File: src/rtl/core/csvfd_pkg.sv
`timescale 1ns / 1ps
`default_nettype none

package csvfd_pkg;

    // Characters that steer the scanner
    localparam logic [7:0] CH_QUOTE = 8'h22;
    localparam logic [7:0] CH_COMMA = 8'h2C;
    localparam logic [7:0] CH_NL    = 8'h0A;

    // UTF-8 byte order mark
    localparam logic [7:0] BOM_B0 = 8'hEF;
    localparam logic [7:0] BOM_B1 = 8'hBB;
    localparam logic [7:0] BOM_B2 = 8'hBF;

    // Mark matcher phases: bytes of the mark seen so far
    localparam logic [1:0] BOM_PH_START = 2'd0;
    localparam logic [1:0] BOM_PH_LAST  = 2'd2;
    localparam logic [1:0] BOM_PH_NONE  = 2'd3;

    localparam int FIFO_DEPTH_DEF = 4;

    // One queue entry: held mark bytes to release, then the scan result of the byte
    typedef struct packed {
        logic [1:0] held;
        logic       scan_emit;
        logic [7:0] data;
        logic       data_valid;
        logic       cell_end;
        logic       row_end;
    } entry_t;

    // One result item
    typedef struct packed {
        logic [7:0] data;
        logic       byte_valid;
        logic       cell_end;
        logic       row_end;
        logic       last;
    } result_t;

    function automatic logic [7:0] bom_byte(input logic [1:0] ph);
        logic [7:0] b;
        unique case (ph)
            2'd0:    b = BOM_B0;
            2'd1:    b = BOM_B1;
            2'd2:    b = BOM_B2;
            default: b = 8'h00;
        endcase
        return b;
    endfunction

endpackage

`default_nettype wire

File: src/rtl/core/csv_field_deframer_core.sv
`timescale 1ns / 1ps
`default_nettype none

// Streaming CSV tokenizer, one byte per item.
// Input channel: drive in_byte and stream_start with push; the byte is taken
// at a rising edge with push high and full low. stream_start restarts the
// parser (mark detection and cell state) before that byte.
// Result channel: while empty is low the oldest result sits on out_byte,
// byte_valid, cell_end, row_end and run_last; pop takes it. run_last marks
// the last result caused by one input byte.
// The front classifies each byte and writes at most one entry into a small
// queue; the back expands an entry into one to three results through an
// output register. A byte's entry is written into the queue as the byte is
// accepted; its results then pass from the queue to the output register.
// Throughput is one byte per cycle while full is low; a byte that releases a
// partly matched byte order mark yields up to three results, which leave one
// per cycle while pop is high. A byte order mark or an opening quote yields
// no result at all. When the receiver holds pop low, the output register
// holds its result and the queue fills; full rises once FIFO_DEPTH entries
// wait. Reset clears the queue and the output register and leaves the parser
// expecting a byte order mark at the start of a fresh cell.
module csv_field_deframer_core #(
    parameter int FIFO_DEPTH = csvfd_pkg::FIFO_DEPTH_DEF
) (
    input  wire logic       clk,
    input  wire logic       rst_n,
    input  wire logic [7:0] in_byte,
    input  wire logic       stream_start,
    input  wire logic       push,
    output logic            full,
    output logic [7:0]      out_byte,
    output logic            byte_valid,
    output logic            cell_end,
    output logic            row_end,
    output logic            run_last,
    output logic            empty,
    input  wire logic       pop
);
    import csvfd_pkg::*;

    entry_t  entry;
    entry_t  head;
    logic    entry_push;
    logic    q_full;
    logic    q_empty;
    logic    head_pop;
    logic    accept;
    result_t result;

    // Take a byte whenever the queue has room
    assign accept = push && !q_full;
    assign full   = q_full;

    csvfd_front u_front (
        .clk          (clk),
        .rst_n        (rst_n),
        .in_byte      (in_byte),
        .stream_start (stream_start),
        .accept       (accept),
        .entry_push   (entry_push),
        .entry        (entry)
    );

    csvfd_fifo #(
        .DEPTH (FIFO_DEPTH)
    ) u_fifo (
        .clk     (clk),
        .rst_n   (rst_n),
        .wr_en   (entry_push),
        .wr_data (entry),
        .rd_en   (head_pop),
        .rd_data (head),
        .full    (q_full),
        .empty   (q_empty)
    );

    csvfd_back u_back (
        .clk        (clk),
        .rst_n      (rst_n),
        .head       (head),
        .head_valid (!q_empty),
        .head_pop   (head_pop),
        .pop        (pop),
        .empty      (empty),
        .result     (result)
    );

    // Drive the result ports from the output register
    assign out_byte   = result.data;
    assign byte_valid = result.byte_valid;
    assign cell_end   = result.cell_end;
    assign row_end    = result.row_end;
    assign run_last   = result.last;

endmodule

`default_nettype wire

File: src/rtl/core/csvfd_fifo.sv
`timescale 1ns / 1ps
`default_nettype none

module csvfd_fifo #(
    parameter int DEPTH = csvfd_pkg::FIFO_DEPTH_DEF
) (
    input  wire logic             clk,
    input  wire logic             rst_n,
    input  wire logic             wr_en,
    input  wire csvfd_pkg::entry_t wr_data,
    input  wire logic             rd_en,
    output csvfd_pkg::entry_t     rd_data,
    output logic                  full,
    output logic                  empty
);
    import csvfd_pkg::*;

    localparam int PTR_W = (DEPTH > 1) ? $clog2(DEPTH) : 1;
    localparam int CNT_W = $clog2(DEPTH + 1);

    entry_t             mem_reg [DEPTH];
    logic [PTR_W-1:0]   wr_ptr_reg, wr_ptr_next;
    logic [PTR_W-1:0]   rd_ptr_reg, rd_ptr_next;
    logic [CNT_W-1:0]   count_reg, count_next;
    logic               do_wr, do_rd;

    assign full    = (count_reg == CNT_W'(DEPTH));
    assign empty   = (count_reg == '0);
    assign do_wr   = wr_en && !full;
    assign do_rd   = rd_en && !empty;
    assign rd_data = mem_reg[rd_ptr_reg];

    always_comb
    begin
        wr_ptr_next = wr_ptr_reg;
        rd_ptr_next = rd_ptr_reg;
        count_next  = count_reg;
        if (do_wr)
        begin
            wr_ptr_next = (wr_ptr_reg == PTR_W'(DEPTH - 1)) ? '0 : wr_ptr_reg + PTR_W'(1);
        end
        if (do_rd)
        begin
            rd_ptr_next = (rd_ptr_reg == PTR_W'(DEPTH - 1)) ? '0 : rd_ptr_reg + PTR_W'(1);
        end
        if (do_wr && !do_rd)
        begin
            count_next = count_reg + CNT_W'(1);
        end
        else if (do_rd && !do_wr)
        begin
            count_next = count_reg - CNT_W'(1);
        end
    end

    always_ff @(posedge clk or negedge rst_n)
    begin
        if (!rst_n)
        begin
            wr_ptr_reg <= '0;
            rd_ptr_reg <= '0;
            count_reg  <= '0;
        end
        else
        begin
            wr_ptr_reg <= wr_ptr_next;
            rd_ptr_reg <= rd_ptr_next;
            count_reg  <= count_next;
        end
    end

    always_ff @(posedge clk)
    begin
        if (do_wr)
        begin
            mem_reg[wr_ptr_reg] <= wr_data;
        end
    end

endmodule

`default_nettype wire

File: src/rtl/core/csvfd_front.sv
`timescale 1ns / 1ps
`default_nettype none

module csvfd_front (
    input  wire logic              clk,
    input  wire logic              rst_n,
    input  wire logic [7:0]        in_byte,
    input  wire logic              stream_start,
    input  wire logic              accept,
    output logic                   entry_push,
    output csvfd_pkg::entry_t      entry
);
    import csvfd_pkg::*;

    logic [1:0] bom_phase_reg, bom_phase_next;
    logic       bom_active_reg, bom_active_next;
    logic       cell_fresh_reg, cell_fresh_next;
    logic       cell_quoted_reg, cell_quoted_next;
    logic       inside_quotes_reg, inside_quotes_next;
    logic       quote_held_reg, quote_held_next;

    // Classify the byte: mark matching first, then the cell scanner
    always_comb
    begin
        logic       b_active;
        logic [1:0] b_phase;
        logic       fr;
        logic       qd;
        logic       iq;
        logic       qh;
        logic       scan_en;
        logic [1:0] held;
        logic       emit;
        logic [7:0] data;
        logic       dvalid;
        logic       ce;
        logic       re;

        b_active = stream_start ? 1'b1 : bom_active_reg;
        b_phase  = stream_start ? BOM_PH_START : bom_phase_reg;
        fr       = stream_start ? 1'b1 : cell_fresh_reg;
        qd       = stream_start ? 1'b0 : cell_quoted_reg;
        iq       = stream_start ? 1'b0 : inside_quotes_reg;
        qh       = stream_start ? 1'b0 : quote_held_reg;

        bom_active_next = b_active;
        bom_phase_next  = b_phase;
        scan_en         = 1'b1;
        held            = 2'd0;
        emit            = 1'b0;
        data            = 8'h00;
        dvalid          = 1'b0;
        ce              = 1'b0;
        re              = 1'b0;

        if (b_active)
        begin
            if (b_phase != BOM_PH_NONE && in_byte == bom_byte(b_phase))
            begin
                scan_en = 1'b0;
                if (b_phase == BOM_PH_LAST)
                begin
                    bom_active_next = 1'b0;
                    bom_phase_next  = BOM_PH_START;
                end
                else
                begin
                    bom_phase_next = b_phase + 2'd1;
                end
            end
            else
            begin
                bom_active_next = 1'b0;
                bom_phase_next  = BOM_PH_START;
                held            = (b_phase == BOM_PH_NONE) ? BOM_PH_LAST : b_phase;
                // released mark bytes are plain content in a fresh cell
                if (held != 2'd0)
                begin
                    fr = 1'b0;
                    qh = 1'b0;
                end
            end
        end

        if (scan_en)
        begin
            priority if (fr && in_byte == CH_QUOTE)
            begin
                fr = 1'b0;
                qd = 1'b1;
                iq = 1'b1;
            end
            else if (qd && iq)
            begin
                if (in_byte == CH_QUOTE)
                begin
                    iq = 1'b0;
                    qh = 1'b1;
                end
                else
                begin
                    emit   = 1'b1;
                    data   = in_byte;
                    dvalid = 1'b1;
                end
            end
            else if (qd && qh && in_byte == CH_QUOTE)
            begin
                emit   = 1'b1;
                data   = CH_QUOTE;
                dvalid = 1'b1;
                qh     = 1'b0;
                iq     = 1'b1;
            end
            else if (in_byte == CH_COMMA || in_byte == CH_NL)
            begin
                emit = 1'b1;
                ce   = 1'b1;
                re   = (in_byte == CH_NL);
                fr   = 1'b1;
                qd   = 1'b0;
                iq   = 1'b0;
                qh   = 1'b0;
            end
            else
            begin
                qh = 1'b0;
                if (qd && in_byte == CH_QUOTE)
                begin
                    iq = 1'b1;
                end
                else
                begin
                    emit   = 1'b1;
                    data   = in_byte;
                    dvalid = 1'b1;
                    fr     = 1'b0;
                end
            end
        end

        cell_fresh_next    = fr;
        cell_quoted_next   = qd;
        inside_quotes_next = iq;
        quote_held_next    = qh;

        entry.held       = held;
        entry.scan_emit  = emit;
        entry.data       = data;
        entry.data_valid = dvalid;
        entry.cell_end   = ce;
        entry.row_end    = re;
        entry_push       = accept && (held != 2'd0 || emit);
    end

    always_ff @(posedge clk or negedge rst_n)
    begin
        if (!rst_n)
        begin
            bom_phase_reg     <= BOM_PH_START;
            bom_active_reg    <= 1'b1;
            cell_fresh_reg    <= 1'b1;
            cell_quoted_reg   <= 1'b0;
            inside_quotes_reg <= 1'b0;
            quote_held_reg    <= 1'b0;
        end
        else if (accept)
        begin
            bom_phase_reg     <= bom_phase_next;
            bom_active_reg    <= bom_active_next;
            cell_fresh_reg    <= cell_fresh_next;
            cell_quoted_reg   <= cell_quoted_next;
            inside_quotes_reg <= inside_quotes_next;
            quote_held_reg    <= quote_held_next;
        end
    end

endmodule

`default_nettype wire

File: src/rtl/core/csvfd_back.sv
`timescale 1ns / 1ps
`default_nettype none

module csvfd_back (
    input  wire logic              clk,
    input  wire logic              rst_n,
    input  wire csvfd_pkg::entry_t head,
    input  wire logic              head_valid,
    output logic                   head_pop,
    input  wire logic              pop,
    output logic                   empty,
    output csvfd_pkg::result_t     result
);
    import csvfd_pkg::*;

    logic [1:0] sub_idx_reg, sub_idx_next;
    logic       out_valid_reg, out_valid_next;
    result_t    out_reg;
    result_t    cur;
    logic       load;

    // Expand the head entry: held mark bytes first, then the scan result
    always_comb
    begin
        if (sub_idx_reg < head.held)
        begin
            cur.data       = (sub_idx_reg == 2'd0) ? BOM_B0 : BOM_B1;
            cur.byte_valid = 1'b1;
            cur.cell_end   = 1'b0;
            cur.row_end    = 1'b0;
            cur.last       = (sub_idx_reg == head.held - 2'd1) && !head.scan_emit;
        end
        else
        begin
            cur.data       = head.data;
            cur.byte_valid = head.data_valid;
            cur.cell_end   = head.cell_end;
            cur.row_end    = head.row_end;
            cur.last       = 1'b1;
        end
    end

    assign load     = head_valid && (!out_valid_reg || pop);
    assign head_pop = load && cur.last;
    assign empty    = !out_valid_reg;
    assign result   = out_reg;

    always_comb
    begin
        sub_idx_next   = sub_idx_reg;
        out_valid_next = out_valid_reg;
        if (load)
        begin
            out_valid_next = 1'b1;
            sub_idx_next   = cur.last ? 2'd0 : sub_idx_reg + 2'd1;
        end
        else if (pop)
        begin
            out_valid_next = 1'b0;
        end
    end

    always_ff @(posedge clk or negedge rst_n)
    begin
        if (!rst_n)
        begin
            sub_idx_reg   <= 2'd0;
            out_valid_reg <= 1'b0;
        end
        else
        begin
            sub_idx_reg   <= sub_idx_next;
            out_valid_reg <= out_valid_next;
        end
    end

    always_ff @(posedge clk)
    begin
        if (load)
        begin
            out_reg <= cur;
        end
    end

`ifndef ASSERT_OFF
    a_cell_end_last: assert property (@(posedge clk) disable iff (!rst_n)
        (out_valid_reg && out_reg.cell_end) |-> out_reg.last)
        else $error("cell end result not last of its item");

    a_row_with_cell: assert property (@(posedge clk) disable iff (!rst_n)
        (out_valid_reg && out_reg.row_end) |-> (out_reg.cell_end && !out_reg.byte_valid))
        else $error("row end without cell end");

    a_sub_idx_range: assert property (@(posedge clk) disable iff (!rst_n)
        (sub_idx_reg != 2'd3))
        else $error("expansion index out of range");

    a_idx_resets: assert property (@(posedge clk) disable iff (!rst_n)
        head_pop |=> (sub_idx_reg == 2'd0))
        else $error("expansion index not cleared after entry retired");
`endif

endmodule

`default_nettype wire
File: config.mk
export PLATFORM = sky130hd
export DESIGN_NAME = csv_field_deframer_core
export DESIGN_NICKNAME = d
export VERILOG_FILES = /design/src/rtl/core/csvfd_pkg.sv /design/src/rtl/core/csv_field_deframer_core.sv /design/src/rtl/core/csvfd_fifo.sv /design/src/rtl/core/csvfd_front.sv /design/src/rtl/core/csvfd_back.sv
export SDC_FILE = /design/constraint.sdc
export NUM_CORES = 1
export LEC_CHECK = 0
export ABC_AREA = 1
export ABC_CLOCK_PERIOD_IN_PS = 6450
export BUFFER_PORTS_ARGS = -buffer_cell sky130_fd_sc_hd__buf_2
export CAP_MARGIN = 30
export CORE_ASPECT_RATIO = 1.75
export CORE_MARGIN = 2
export CORE_UTILIZATION = 50
export CTS_CLUSTER_DIAMETER = 120
export DETAILED_ROUTE_END_ITERATION = 16
export GPL_TIMING_DRIVEN = 0
export PLACE_DENSITY_LB_ADDON = 0.05
export SYNTH_ARGS = -nofsm -noshare
export SYNTH_HDL_FRONTEND = slang
export SYNTH_SLANG_ARGS = --single-unit
File: constraint.sdc
create_clock -name clk -period 6.45 [get_ports clk]
set_clock_uncertainty 0.15 [all_clocks]
set_input_delay 0 -clock clk [delete_from_list [all_inputs] [get_ports clk]]
set_output_delay 0 -clock clk [all_outputs]
set_load 0.02 [all_outputs]
* Yosys cells after proc, flatten, opt, wreduce, memory -nomap -nowiden *
Memory sizes are Yosys's and may differ from the RTL's.
Index checks and enable logic that the tools add are counted.

storage, ports and cells
  output and inout bits = 14
  memories = 1
  memory bits (writable) = 56
  register bits after elaboration = 29
  input bits = 13
  word-level logic and storage cells = 155

operators by class
  reductions and logical operators = 31
  multiplexer cells = 87
  equal/unequal tests = 12
  order comparisons = 1
  add/subtract/negate cells = 7

memory list
  memory          depth  width  rd ports  clocked after memory_dff  write ports  line              source
  u_fifo.mem_reg  4      14     1         0                         1            csvfd_fifo.sv:21  entry_t mem_reg [DEPTH];

operator list
  operator                                                            count
  1-bit two-way mux                                                   64
  8-bit two-way mux                                                   8
  8-bit one-hot mux with 3 select lines                               1
  2-bit two-way mux                                                   10
  8-bit by 6-bit == test with 1-bit output, second input constant     2
  1-bit logical AND                                                   15
  12-bit two-way mux                                                  1
  2-bit by 1-bit adder with 2-bit output, second input constant       4
  2-bit == test, second input constant                                4
  8-bit by 4-bit == test with 1-bit output, second input constant     1
  8-bit == test                                                       1
  2-bit nonzero test                                                  4
  7-bit two-way mux                                                   1
  1-bit zero test                                                     6
  3-bit two-way mux                                                   2
  2-bit zero test                                                     2
  3-bit by 1-bit adder with 3-bit output, second input constant       1
  3-bit == test, second input constant                                1
  3-bit zero test                                                     1
  1-bit logical OR                                                    3
  3-bit by 1-bit subtractor with 3-bit output, second input constant  1
  2-bit by 1-bit == test with 1-bit output, second input constant     1
  2-bit == test                                                       1
  2-bit < comparator                                                  1
  other kinds (2)                                                     2

* Logic depth before layout (Yosys ltp) *
Gate-level depths: netlist of run 1.

  depth after elaboration = 21
  gate-level depth with buffers = 24
  depth with buffers taken out = 24

* Modules after synthesis *
From an unflattened synthesis of run 1, not the netlist that was laid out.

unflattened totals
  cells, all modules = 438
  area total of the unflattened synthesis = 4410.5 um2

modules (own cells, without submodules)
  module                   cells each  instances  area an instance (um2)  seq. area each (um2)
  csvfd_fifo               224         1          2795.2                  1856.8
  csvfd_front              146         1          889.6                   177.7
  csvfd_back               65          1          711.9                   435.4
  csv_field_deframer_core  3           1          13.8                    0.0

* Least setup slack after synthesis of run 1 *
Ideal clock, no wire load.

  path type = register -> register
  start point = register u_front.bom_phase_reg[0]
  end point = register u_fifo.count_reg[2]
  library setup time = 0.131 ns
  clock period less this slack = 3.005 ns
  buffers on the path = 0
  required time = 6.169 ns
  stages on the path, launching flop included = 22
  setup slack = 3.445 ns
  data arrival time = 2.724 ns
  cell sequence = dfrtp_1 -> nand2_4 -> ha_1 -> nand2_1 -> nand2_1 -> nor2_1 -> nand2_1 -> nor2_4 -> nand2_4 -> nand2_4 -> nand2_4 -> o21ai_4 -> nand2_4 -> nand2_4 -> nand2_8 -> inv_2 -> ha_1 -> inv_1 -> fa_1 -> a21oi_1 -> o21ai_0 -> xor2_1

between the ends
  word-level cells in the longest chain between the ends = 20
  elaborated cells between the ends (all ways) = 38
  those cells by class = 5 x eq/ne; 19 x mux; 14 x reduce/logical

ends and longest elaborated chain
  item                                         line                source
  from (decl)                                  csvfd_front.sv:15   logic [1:0] bom_phase_reg, bom_phase_next;
  from (signal assigned)                       csvfd_front.sv:169  bom_phase_reg <= bom_phase_next;
  2-bit two-way mux (*)                        csvfd_front.sv:40   b_phase = stream_start ? BOM_PH_START : bom_phase_reg;
  2-bit == test, or another cell as far along  csvfd_pkg.sv:44     unique case (ph)
  8-bit one-hot mux with 3 select lines        csvfd_pkg.sv:44
  8-bit two-way mux                            csvfd_front.sv:56   if (b_active)
  8-bit == test                                csvfd_front.sv:58   if (b_phase != BOM_PH_NONE && in_byte == bom_byte(b_phase))
  1-bit logical AND                            csvfd_front.sv:58
  1-bit two-way mux                            csvfd_front.sv:58
  1-bit two-way mux                            csvfd_front.sv:56
  [5 not listed]                               --
  1-bit two-way mux                            csvfd_front.sv:85   if (scan_en)
  1-bit logical OR (*)                         csvfd_front.sv:153  entry_push = accept && (held != 2'd0 || emit);
  1-bit logical AND (*)                        csvfd_front.sv:153
  1-bit logical AND (*)                        csvfd_fifo.sv:29    assign do_wr = wr_en && !full;
  net u_fifo.do_wr                             csvfd_fifo.sv:25    logic do_wr, do_rd;
  1-bit zero test                              csvfd_fifo.sv:50    else if (do_rd && !do_wr)
  1-bit logical AND                            csvfd_fifo.sv:50
  2-bit nonzero test (no line)                 --
  to (signal assigned)                         csvfd_fifo.sv:68    count_reg <= count_next;
  to (decl)                                    csvfd_fifo.sv:24    logic [CNT_W-1:0] count_reg, count_next;

Mark *: on every way through the listed nets, which the timed path passes. The rest lies on a longest branch. The select of a mux whose other input is x is not followed.
A chain may end at the register's enable or synchronous reset.

==> results.txt, run 1 <==
----------------------------------------------------
[Place]
  HPWL after detailed placement ... 5.820 mm
  I/O Buffers ... 26
  Weighted congestion reported at the end of routability-driven placement ... 0.9005

[GRT]
  Global router's overall resource usage ... 0.2066
  Remaining Overflow, GRT ... 0
  First-pass GRT wire length ... 13.41 mm
  Vias in the first global route ... 2,773
  Maximum number of pins on one net before global-route repair ... 19
  Initial antenna violation count ... 0

[Drt]
  Routed wire length ... 8.184 mm
  Amount of wire on met2 after detailed routing ... 4.409 mm
  DRT antenna net count ... 0
  M1 wire length ... 3.130 mm
  Met3 Routed Length ... 295 um
  Total number of vias ... 2,710
  Number of violations reported at the end of detailed-routing iteration 0 ... 227
  DR pass1 iterations ... 4
  Highest metal used ... met4
  Number of design rule violations left after detail routing ... 0
  Average via count per standard cell ... 5.222
  Drt wl/cell ... 15.77 um

[Synthesis]
  Gate Count Post-Synth ... 379
  Count of cell types in the netlist ... 41
  Register bit count reported by yosys ... 85
  Number of synthesized flops with an enable pin ... 68
  Fraction of synthesis flops using an asynchronous set or reset pin ... 0.2000
  Sequential fraction of the synthesis area ... 0.6068
  Synth Warn # ... 0
  Number of nets produced by synthesis ... 405
  Ys flop type ... edfxtp_1
  Post-Synthesis Mean Instance Area ... 10.74 sq um
  Netlist area before placement ... 4070 sq um

[CTS]
  Post-cts sizing count ... 0
  CTS root buffer ... clkbuf_16
  Insertion delay to the later sink of the worst-skew pair ... 330 ps
  Num CTS Buffers ... 9
  Clock slew at reported path FFs ... 60 ps
  Clock sink total ... 85
  Maximum clock insertion buffer count ... 2
  Quantity of hold-fixing buffers added after cts ... 8
  CTS tree ... done
  Post-CTS Setup Inserts ... 0
  Htree depth ... 3

[Critical path]
  Critical Path Sink Type ... flip-flop
  Worst reg2reg setup slack ... 3110 ps
  Worst path bufs/invs ... 5
  Cell type group with the largest total delay on the critical path ... simple AND/OR/NAND/NOR gates
  Max stage delay cell, worst path ... dlygate4sd3_1
  Critical path cell sequence ... dlygate4sd3_1, buf_2, inv_2, nand2_4, ha_1, nor2_1, nor2_1, nand2_1, nor2_4, nand2_4, nand2_1, nor2_1, nor2_2, nand2_4, nand2_8, inv_2, ha_1, inv_1, fa_1, a21oi_1, o21ai_0, xor2_1
  Worst path required time ... 6510 ps
  Reg-to-reg endpoint ... u_fifo.count_reg[2]$_DFFE_PN0P_
  Worst Reg-to-Reg Cells ... 19
  Critical path fanouts, max ... 8
  Critical path arrival ... 3450 ps
  Path length in cells of the critical path ... 22
  Beginning of the worst register-to-register path ... u_front.bom_phase_reg[0]$_DFFE_PN0P_
  Worst setup SP type ... primary input
  Maximum single-stage delay on the critical path ... 530 ps
  CP Class ... in -> reg

[Die]
  Die height ... 123.4 um
  Die Span X ... 72.20 um
  I/O pins ... 27
  Standard cell core area ... 7909 sq um
  Initial cell density of the core ... 0.5146
  Total die area ... 8906 sq um
  Std-Cell Rows ... 43

[Status]
  Outcome ... completed

[STA]
  Final hold violation count ... 0
  Clock period minus final worst setup slack ... 3396 ps
  Worst-case headroom to the max-slew limit ... 0.4247
  Post-route clock period utilization ... 0.5264
  Setup violations, final ... 0
  Max-slew violations ... 0
  Setup TNS Final ... 0 ps
  Worst-case hold slack ... 4.464 ps
  Fmax ... 294.5 MHz
  RSZ-0062 raised after global routing ... no
  Least-Margin Pin Slew ... 861.9 ps

[Pwr]
  Peak supply drop ... 0.0002782 V
  Power density over the cells ... 437.1 nW/um^2
  Total leakage power ... 1.875 nW

[Hold path]
  Tightest Hold Check Type ... in -> reg
  Worst hold path cell count ... 3
  Hold endpoint ... u_fifo.mem_reg[3][4]$_DFFE_PP_
  Startpoint of the lowest-slack hold path ... in_byte[1]

[Cells and area]
  N_diodes ... 0
  Share of cells above drive strength 1 ... 0.1958
  Flip-flop count of the largest register, all copies and words added ... 56
  Fin nets ... 450
  Layout area overhead ... 14.91%
  Filler instances ... 671
  End-of-flow core utilization ... 0.5914

[Run]
  Max-capacitance violation count ... 0

----------------------------------------------------
==> worst max-delay path by stage <==
| stage | from | endpoint | slack [ps] |
|---|---|---|---|
| after floorplan | u_front.bom_phase_reg[0]$_DFFE_PN0P_ | u_fifo.count_reg[2]$_DFFE_PN0P_ | 3450 |
| after global placement | u_front.bom_phase_reg[0]$_DFFE_PN0P_ | u_fifo.count_reg[2]$_DFFE_PN0P_ | 3140 |
| after detailed placement | u_front.bom_phase_reg[0]$_DFFE_PN0P_ | u_fifo.count_reg[2]$_DFFE_PN0P_ | 3100 |
| after CTS | stream_start | u_fifo.count_reg[2]$_DFFE_PN0P_ | 3060 |
| after global routing | stream_start | u_fifo.count_reg[2]$_DFFE_PN0P_ | 2820 |
| final | stream_start | u_fifo.count_reg[2]$_DFFE_PN0P_ | 3050 |
==> stage by stage <==
step / setup WS (ps) / total power [mW] / cell area (sq um) / std cells
after floorplan: 3445 / 1.348 / 4070 / 379
after CTS: 3058 / 2.065 / 4677 / 519
after global routing: 2816 / 2.191 / 4677 / 519
final: 3054 / 2.044 / 4677 / 519
after global placement: 3142 / 1.549 / 4313 / 495
after detailed placement: 3104 / 1.571 / 4313 / 495
==> worst reg2reg max path, stage by stage, from the launching register on <==
cell and delay [ps]:
dfrtp_1 400, nand2_4 100, ha_1 320, nor2_1 100, nor2_1 50, nand2_1 100
nor2_4 50, nand2_4 90, nand2_1 80, nor2_1 370, nor2_2 110, nand2_4 120
nand2_8 80, inv_2 70, ha_1 120, inv_1 70, fa_1 430, a21oi_1 140
o21ai_0 110, xor2_1 160
==> layer usage <==
metal  global-route usage  up-vias
met1               0.2206     1253
li1                     -     1379
met4               0.1156        0
met2               0.3704       58
met3              0.04319       20
met5                    0        -
==> logic make-up (layout without fill, tap and decap cells) <==
family,Yosys count,after routing,share of synthesized area
and+or+nand+nor,151,151,0.1872
adders and majority gates,13,13,0.04181
xor gates and xnor gates,3,3,0.006457
muxes,1,1,0.002766
DFF,85,85,0.6068
buffers and inverters,58,108,0.05441
AOI/OAI and AO/OA,68,68,0.1005
==> where the power goes <==
group | switching, mW | internal, mW | total, mW
Sequential | 0.0527 | 0.772 | 0.824
Clock | 0.195 | 0.297 | 0.492
Combinational | 0.487 | 0.242 | 0.728
==> Yosys cell counts, types with 2 or more instances <==
| master | number | area, sq um |
|---|---|---|
| a21oi_1 | 13 | 65.06 |
| a31oi_1 | 2 | 12.51 |
| clkbuf_1 | 7 | 26.28 |
| clkinv_1 | 2 | 7.510 |
| dfrtp_1 | 15 | 375.4 |
| dfstp_2 | 2 | 52.55 |
| edfxtp_1 | 68 | 2042 |
| ha_1 | 12 | 150.1 |
| inv_1 | 42 | 157.7 |
| inv_2 | 5 | 18.77 |
| nand2_1 | 53 | 198.9 |
| nand2_2 | 6 | 37.54 |
| nand2_4 | 7 | 78.83 |
| nand3_1 | 14 | 70.07 |
| nand4_1 | 2 | 12.51 |
| nor2_1 | 44 | 165.2 |
| nor2_2 | 7 | 43.79 |
| nor2_4 | 3 | 33.78 |
| nor3_1 | 2 | 10.01 |
| o211ai_1 | 14 | 105.1 |
| o21ai_0 | 30 | 150.1 |
| o21ai_1 | 2 | 10.01 |
| or2_1 | 2 | 12.51 |
| or2_2 | 7 | 43.79 |
| xor2_1 | 2 | 17.52 |
==> final cells by class <==
type                       count  area [sq um]  share of cell area
tap                           90         112.6             0.02408
inverter                      50         190.2             0.04066
timing repair buffer          34         210.2             0.04494
clock inverter                 5         51.30             0.01097
clock buffer                  11         232.7             0.04976
multi-input combinational    236          1379              0.2948
sequential                    85          2470              0.5281
buffer                         8         31.28            0.006688
==> layout by cell type (no fill, tap or decap), drive strengths merged, types with 12 or more instances in the layout <==
| cell | Yosys | layout |
|---|---|---|
| a21oi | 13 | 13 |
| buf | 1 | 27 |
| clkbuf | 7 | 18 |
| dfrtp | 15 | 15 |
| edfxtp | 68 | 68 |
| ha | 12 | 12 |
| inv | 48 | 48 |
| nand2 | 67 | 67 |
| nand3 | 15 | 15 |
| nor2 | 54 | 54 |
| o211ai | 14 | 14 |
| o21ai | 33 | 33 |
Power figures use the tool's default switching activity.
==> run 2, diff against run 1 <==
ABC_CLOCK_PERIOD_IN_PS = 3300   (was 6450)
clock period = 3.3 ns   (was 6.45 ns; I/O delays follow)
==> run 2 against run 1 <==
Effect of this change:
- critical path type is now reg -> reg
- global-route usage barely moved
- non-clock buffer count up 2
- via count rose by 0.70%
- core utilization rose by 0.84 points
- final area is 1.4% higher
- flip-flop and latch count is the same
- sequential power is 95% higher
- clock power grew 96%
- cell count grew 0.39%
- setup slack lost 2900 ps
- routed wire length up 0.64%
- clock-buffer cell count unchanged
==> results.txt, run 2 (synthesis results as in run 1) <==
----------------------------------------------------
[Pwr]
  Net switching share of the total power ... 0.3596 (+0.0007134)
  Total internal power ... 2.578 mW (+97%)
  Seq pwr share ... 0.400 (-0.003)
  Total design power ... 4.026 mW (+97%)
  Total leakage power ... 1.894 nW (+1.0%)
  Power density over the cells ... 848.7 nW/um^2 (+94%)
  Net switching power ... 1.448 mW (+97%)
  Portion of total power attributed to the clock network ... 0.239 (-0.002)
  Combinational fraction of design power ... 0.360 (+0.004)
  Peak supply drop ... 0.0005569 V (+100%)

[Status]
  Outcome ... completed

[Critical path]
  Critical path arrival ... 3190 ps (-260 ps)
  Critical Path Sink Type ... flip-flop
  Critical path fanouts, max ... 8 (unchanged)
  Worst path required time ... 3360 ps (-3150 ps)
  CP Class ... reg -> reg
  Worst setup SP type ... flip-flop

[CTS]
  Maximum clock insertion buffer count ... 2 (unchanged)
  Htree depth ... 3 (unchanged)
  Num CTS Buffers ... 9 (unchanged)
  CTS tree ... done
  CTS root buffer ... clkbuf_16
  Clock slew at reported path FFs ... 60 ps (about the same)
  Insertion delay to the later sink of the worst-skew pair ... 330 ps (about the same)
  Clock sink total ... 85 (unchanged)

[Die]
  I/O pins ... 27 (unchanged)
  Die Span X ... 72.20 um (unchanged)
  Initial cell density of the core ... 0.5146 (unchanged)
  Standard cell core area ... 7909 sq um (unchanged)
  Std-Cell Rows ... 43 (unchanged)
  Die height ... 123.4 um (unchanged)
  Total die area ... 8906 sq um (unchanged)

[Cells and area]
  Layout Cells excl Fill ... 521 (+0.39%)
  Share of cells above drive strength 1 ... 0.2158 (+0.01997)
  Commonest cells after routing, fill and taps aside ... edfxtp_1 (68), nand2_1 (52), nor2_1 (42)
  N_diodes ... 0 (unchanged)
  Flip-flop count of the largest register, all copies and words added ... 56 (unchanged)
  Filler instances ... 665 (-0.89%)
  Layout area overhead ... 16.54%
  End-of-flow core utilization ... 0.5997 (+0.008385)
  Fin nets ... 452 (+0.44%)
  Most common cell after layout, fill and taps aside ... edfxtp_1

[STA]
  Worst-case hold slack ... 4.721 ps (+0.2566 ps)
  Least-Margin Pin Slew ... 849.9 ps (-12.02 ps)
  Worst-case headroom to the max-slew limit ... 0.4328 (+0.008021)
  Final hold violation count ... 0 (unchanged)
  Clock period minus final worst setup slack ... 3125 ps
  Setup violations, final ... 0 (unchanged)
  Max-slew violations ... 0 (unchanged)
  RSZ-0062 raised after global routing ... no
  Fmax ... 320.0 MHz
  Post-route clock period utilization ... 0.9470

[Hold path]
  Tightest Hold Check Type ... in -> reg

[Drt]
  Drt wl/cell ... 15.81 um (+0.25%)
  Routed wire length ... 8.236 mm (+0.64%)
  Total number of vias ... 2,729 (+0.70%)
  Number of design rule violations left after detail routing ... 0 (unchanged)
  DR pass1 iterations ... 4 (unchanged)
  DRT antenna net count ... 0 (unchanged)
  Average via count per standard cell ... 5.238 (+0.31%)
  Number of violations reported at the end of detailed-routing iteration 0 ... 187 (-18%)

[Place]
  Placed cell count ... 495 (unchanged)
  HPWL after detailed placement ... 5.820 mm (unchanged)
  I/O Buffers ... 26 (unchanged)
  Weighted congestion reported at the end of routability-driven placement ... 0.9005 (unchanged)

[GRT]
  Met1 demand-to-capacity share in global routing ... 0.2211 (+0.0005473)
  Maximum number of pins on one net before global-route repair ... 19 (unchanged)
  Met2 Resource Use GR ... 0.3704 (unchanged)
  Remaining Overflow, GRT ... 0 (unchanged)
  Peak-usage layer in the global routing report ... met2
  Grt met3 use ... 0.04319 (unchanged)
  First-pass GRT wire length ... 13.42 mm (+0.10%)
  Global router's overall resource usage ... 0.2068 (about the same)
  Vias in the first global route ... 2,774 (+0.036%)
  Initial antenna violation count ... 0 (unchanged)

[Run]
  Max-capacitance violation count ... 0 (unchanged)

----------------------------------------------------
run 2: per-stage QoR:
step                setup TNS, ps  setup slack (ps)  instance area, sq um
finish                          0             174.9                  4743
CTS                             0             13.64                  4686
floorplan                       0             295.4                  4070
detailed placement         -45.84            -45.84                  4313
global placement           -7.571            -7.571                  4313
global route                    0             12.15                  4743
run 2: worst max-delay path, stage by stage, from the launching register on:
cell     delay, ps
dfrtp_1        410
nand2_4        130
inv_1           70
ha_1           190
inv_1           50
nand2_1         40
nor2_1          90
nand2_1         90
nor2_4         130
nand2_4         90
nand2_4        100
nand2_4         70
o21ai_4        140
nand2_4         70
nand2_4         90
nand2_8         80
inv_2           70
ha_1           140
inv_2           50
fa_2           380
a21oi_1        140
o21ai_1         90
xor2_1         150
run 2: cell type report:
class / instances / area, sq um / area share
Buffer: 8 / 33.78 / 0.007122
Clock buffer: 11 / 232.7 / 0.04906
Clock inverter: 5 / 51.30 / 0.01082
Inverter: 50 / 195.2 / 0.04115
Multi-Input combinational cell: 236 / 1420 / 0.2994
Sequential cell: 85 / 2470 / 0.5207
Tap cell: 90 / 112.6 / 0.02374
Timing Repair Buffer: 36 / 227.7 / 0.04801
run 2: power groups by stage:
stage               Combinational, mW  Sequential (mW)  Clock (mW)
floorplan                       0.930             1.71           0
global placement                 1.40             1.63           0
detailed placement               1.44             1.63           0
global route                     1.65             1.64        1.02
CTS                              1.46             1.61       0.972
finish                           1.45             1.61       0.963
run 2: worst paths after layout:
| kind | depth (start not counted) | slack (ps) | end | startpoint |
|---|---|---|---|---|
| setup / recovery | 22 | 170 | u_fifo.count_reg[2]$_DFFE_PN0P_ | u_front.bom_phase_reg[0]$_DFFE_PN0P_ |
| hold / removal | 3 | 5 | u_fifo.mem_reg[3][4]$_DFFE_PP_ | in_byte[1] |
| setup reg to reg | 22 | 170 | u_fifo.count_reg[2]$_DFFE_PN0P_ | u_front.bom_phase_reg[0]$_DFFE_PN0P_ |
| hold reg to reg | 2 | 340 | u_front.cell_quoted_reg$_DFFE_PN0P_ | u_front.cell_quoted_reg$_DFFE_PN0P_ |
| max in group asynchronous | 3 | 1800 | u_front.cell_quoted_reg$_DFFE_PN0P_ | rst_n |
| min in group asynchronous | 2 | 30 | u_front.bom_active_reg$_DFFE_PN1P_ | rst_n |
run 2: repair_timing:
action                     in CTS  in global routing
pin swaps                       0                  4
hold endpoints to repair       35                  0
resized for setup               3                 13
setup buffers                   0                  2
setup endpoints to repair       1                 58
hold buffers                    8                  0
run 2: per-layer routing:
metal | vias up | wire length, um
li1 | 1383 | -
met1 | 1263 | 3137
met2 | 63 | 4426
met3 | 20 | 325
met4 | 0 | 347
met5 | - | 0
==> run 3, diff against run 2 <==
CORE_UTILIZATION = 45   (was 50)
==> run 3 against run 2 <==
Effect of this change:
- global-route usage decreased by 1.2 points
- combinational power is essentially flat
- die area increased by 11%
- first-iteration DRC count up 25%
- cell count increased by 5.6%
- flip-flop and latch count is the same
- maximum frequency grew 1.0%
==> results.txt, run 3 (synthesis results as in run 1) <==
----------------------------------------------------
[Critical path]
  Beginning of the worst register-to-register path ... u_fifo.rd_ptr_reg[0]$_DFFE_PN0P_
  Reg-to-reg endpoint ... u_fifo.count_reg[1]$_DFFE_PN0P_
  Worst path bufs/invs ... 3 (-1)
  Maximum single-stage delay on the critical path ... 450 ps (+40 ps)
  Cell type group with the largest total delay on the critical path ... adder cells
  Worst path required time ... 3360 ps (about the same)
  Critical path fanouts, max ... 10 (+2)
  Critical path arrival ... 3160 ps (-30 ps)
  CP Class ... reg -> reg
  Critical Path Sink Type ... flip-flop
  Worst reg2reg setup slack ... 210 ps (+30 ps)
  Worst setup SP type ... flip-flop
  Max stage delay cell, worst path ... dfrtp_1
  Critical path cell sequence ... clkbuf_4, nand2_1, nand3_1, nand2_1, inv_1, ha_1, nor2_1, nand3_1, nand2_1, nand2_1, ha_1, inv_2, fa_2, mux2_2
  Worst Reg-to-Reg Cells ... 14 (-36%)
  Most frequent cell on the critical path ... nand2_1

[Cells and area]
  Non-Filler Cell Area, Final ... 4791 sq um (+1.0%)
  Fin nets ... 455 (+0.66%)
  Share of cells above drive strength 1 ... 0.2286 (+0.01286)
  Layout area overhead ... 17.71%
  Most common cell after layout, fill and taps aside ... edfxtp_1
  Flip-flop count of the largest register, all copies and words added ... 56 (unchanged)
  N_diodes ... 0 (unchanged)
  Commonest cells after routing, fill and taps aside ... edfxtp_1 (68), nand2_1 (52), nor2_1 (42)

[CTS]
  Num CTS Buffers ... 9 (unchanged)
  Insertion delay to the later sink of the worst-skew pair ... 330 ps (about the same)
  Clock sink total ... 85 (unchanged)
  CTS tree ... done
  CTS root buffer ... clkbuf_16
  Clock slew at reported path FFs ... 60 ps (about the same)
  Maximum clock insertion buffer count ... 2 (unchanged)
  Htree depth ... 3 (unchanged)

[GRT]
  Initial antenna violation count ... 0 (unchanged)
  Remaining Overflow, GRT ... 0 (unchanged)
  Global router's overall resource usage ... 0.1950 (-0.01175)
  Met1 demand-to-capacity share in global routing ... 0.2126 (-0.008525)
  Met2 Resource Use GR ... 0.3621 (-0.008344)
  Vias in the first global route ... 2,802 (+1.0%)
  Grt met3 use ... 0.02625 (-0.01694)
  First-pass GRT wire length ... 14.02 mm (+4.5%)
  Peak-usage layer in the global routing report ... met2
  Maximum number of pins on one net before global-route repair ... 19 (unchanged)

[Die]
  I/O pins ... 27 (unchanged)
  Std-Cell Rows ... 45 (+4.7%)
  Die height ... 129.8 um (+5.2%)
  Initial cell density of the core ... 0.4664 (-0.04825)
  Standard cell core area ... 8727 sq um (+10%)
  Die Span X ... 75.89 um (+5.1%)
  Total die area ... 9851 sq um (+11%)

[Run]
  Max-capacitance violation count ... 0 (unchanged)

[Hold path]
  Worst hold path cell count ... 6 (+3)
  Startpoint of the lowest-slack hold path ... push
  Hold endpoint ... u_fifo.wr_ptr_reg[0]$_DFFE_PN0P_
  Tightest Hold Check Type ... in -> reg

[STA]
  Post-route clock period utilization ... 0.9374 (-0.009566)
  Max-slew violations ... 0 (unchanged)
  Worst-case hold slack ... 9.551 ps (+4.831 ps)
  Clock period minus final worst setup slack ... 3093 ps (-31.57 ps)
  Worst-case headroom to the max-slew limit ... 0.4057 (-0.02711)
  Final hold violation count ... 0 (unchanged)
  Least-Margin Pin Slew ... 890.6 ps (+40.62 ps)
  Setup violations, final ... 0 (unchanged)
  Setup TNS Final ... 0 ps (unchanged)
  Setup WS post-layout ... 206.5 ps (+31.57 ps)
  Fmax ... 323.3 MHz (+1.0%)

[Place]
  Placed cell areas ... 4347 sq um (+0.78%)
  Weighted congestion reported at the end of routability-driven placement ... 0.8730 (-3.1%)
  Place WS ... -55.67 ps (-9.832 ps)
  HPWL after detailed placement ... 6.024 mm (+3.5%)
  I/O Buffers ... 26 (unchanged)

[Drt]
  Number of violations reported at the end of detailed-routing iteration 0 ... 234 (+25%)
  Total number of vias ... 2,744 (+0.55%)
  Average via count per standard cell ... 4.989 (-4.8%)
  Drt wl/cell ... 15.77 um (-0.21%)
  DR pass1 iterations ... 4 (unchanged)
  Number of design rule violations left after detail routing ... 0 (unchanged)
  Routed wire length ... 8.676 mm (+5.3%)
  DRT antenna net count ... 0 (unchanged)

[Pwr]
  Total leakage power ... 1.912 nW (+0.91%)
  Power density over the cells ... 844.4 nW/um^2 (-0.50%)
  Peak supply drop ... 0.0005248 V (-5.8%)

[Status]
  Outcome ... completed

----------------------------------------------------
run 3: how the worst max path moves through the flow:
stage | start | to | slack (ps) | cells past startpoint
after CTS | u_fifo.rd_ptr_reg[0]$_DFFE_PN0P_ | u_fifo.count_reg[2]$_DFFE_PN0P_ | 50 | 14
after global routing | u_front.bom_phase_reg[1]$_DFFE_PN0P_ | u_fifo.count_reg[2]$_DFFE_PN0P_ | -0.6 | 22
after detailed placement | u_front.bom_phase_reg[0]$_DFFE_PN0P_ | u_fifo.count_reg[2]$_DFFE_PN0P_ | -60 | 19
after floorplan | u_front.bom_phase_reg[0]$_DFFE_PN0P_ | u_fifo.count_reg[2]$_DFFE_PN0P_ | 300 | 21
final | u_fifo.rd_ptr_reg[0]$_DFFE_PN0P_ | u_fifo.count_reg[1]$_DFFE_PN0P_ | 210 | 14
after global placement | u_front.bom_phase_reg[0]$_DFFE_PN0P_ | u_fifo.count_reg[2]$_DFFE_PN0P_ | -30 | 19
run 3: final cells by class:
type | instances | area [sq um]
Multi-Input combinational cell | 236 | 1424
Inverter | 50 | 190.2
Clock buffer | 10 | 229.0
Buffer | 8 | 33.78
Fill cell | 782 | 3936
Clock inverter | 5 | 52.55
Timing Repair Buffer | 39 | 245.2
Tap cell | 117 | 146.4
Sequential cell | 85 | 2470
run 3: through the flow:
step | power [mW] | util | instances
after detailed placement | 3.084 | 0.4981 | 522
after global placement | 3.055 | 0.4981 | 522
after floorplan | 2.635 | - | 379
after global routing | 4.343 | 0.5490 | 550
after CTS | 4.051 | 0.5389 | 544
final | 4.046 | 0.5490 | 550
run 3: metal layers:
metal / part of all wire / wire length [um] / vias to the layer above
li1: - / - / 1380
met1: 0.38 / 3329 / 1313
met2: 0.57 / 4957 / 35
met3: 0.018 / 159 / 16
met4: 0.026 / 229 / 0
met5: 0 / 0 / -
run 3: worst min-delay path, stage by stage:
cell and delay [ps]:
buf_2 90, inv_1 40, nor2_1 100, nand2_8 130
nand2_2 40, nand2_1 50
run 3: power breakdown:
part	switching (mW)	internal [mW]	total [mW]	leakage, nW
Combinational	0.988	0.494	1.48	0.946
Clock	0.373	0.577	0.950	0.138
Sequential	0.105	1.51	1.61	0.827
Total	1.47	2.58	4.05	1.91
run 3: repair_timing:
item / CTS / global route
gates resized for setup: 2 / 11
endpoints found under the hold margin: 34 / 0
pin swaps: 0 / 3
hold buffers: 7 / 0
buffers inserted: 0 / 6
setup endpoints to repair: 1 / 58
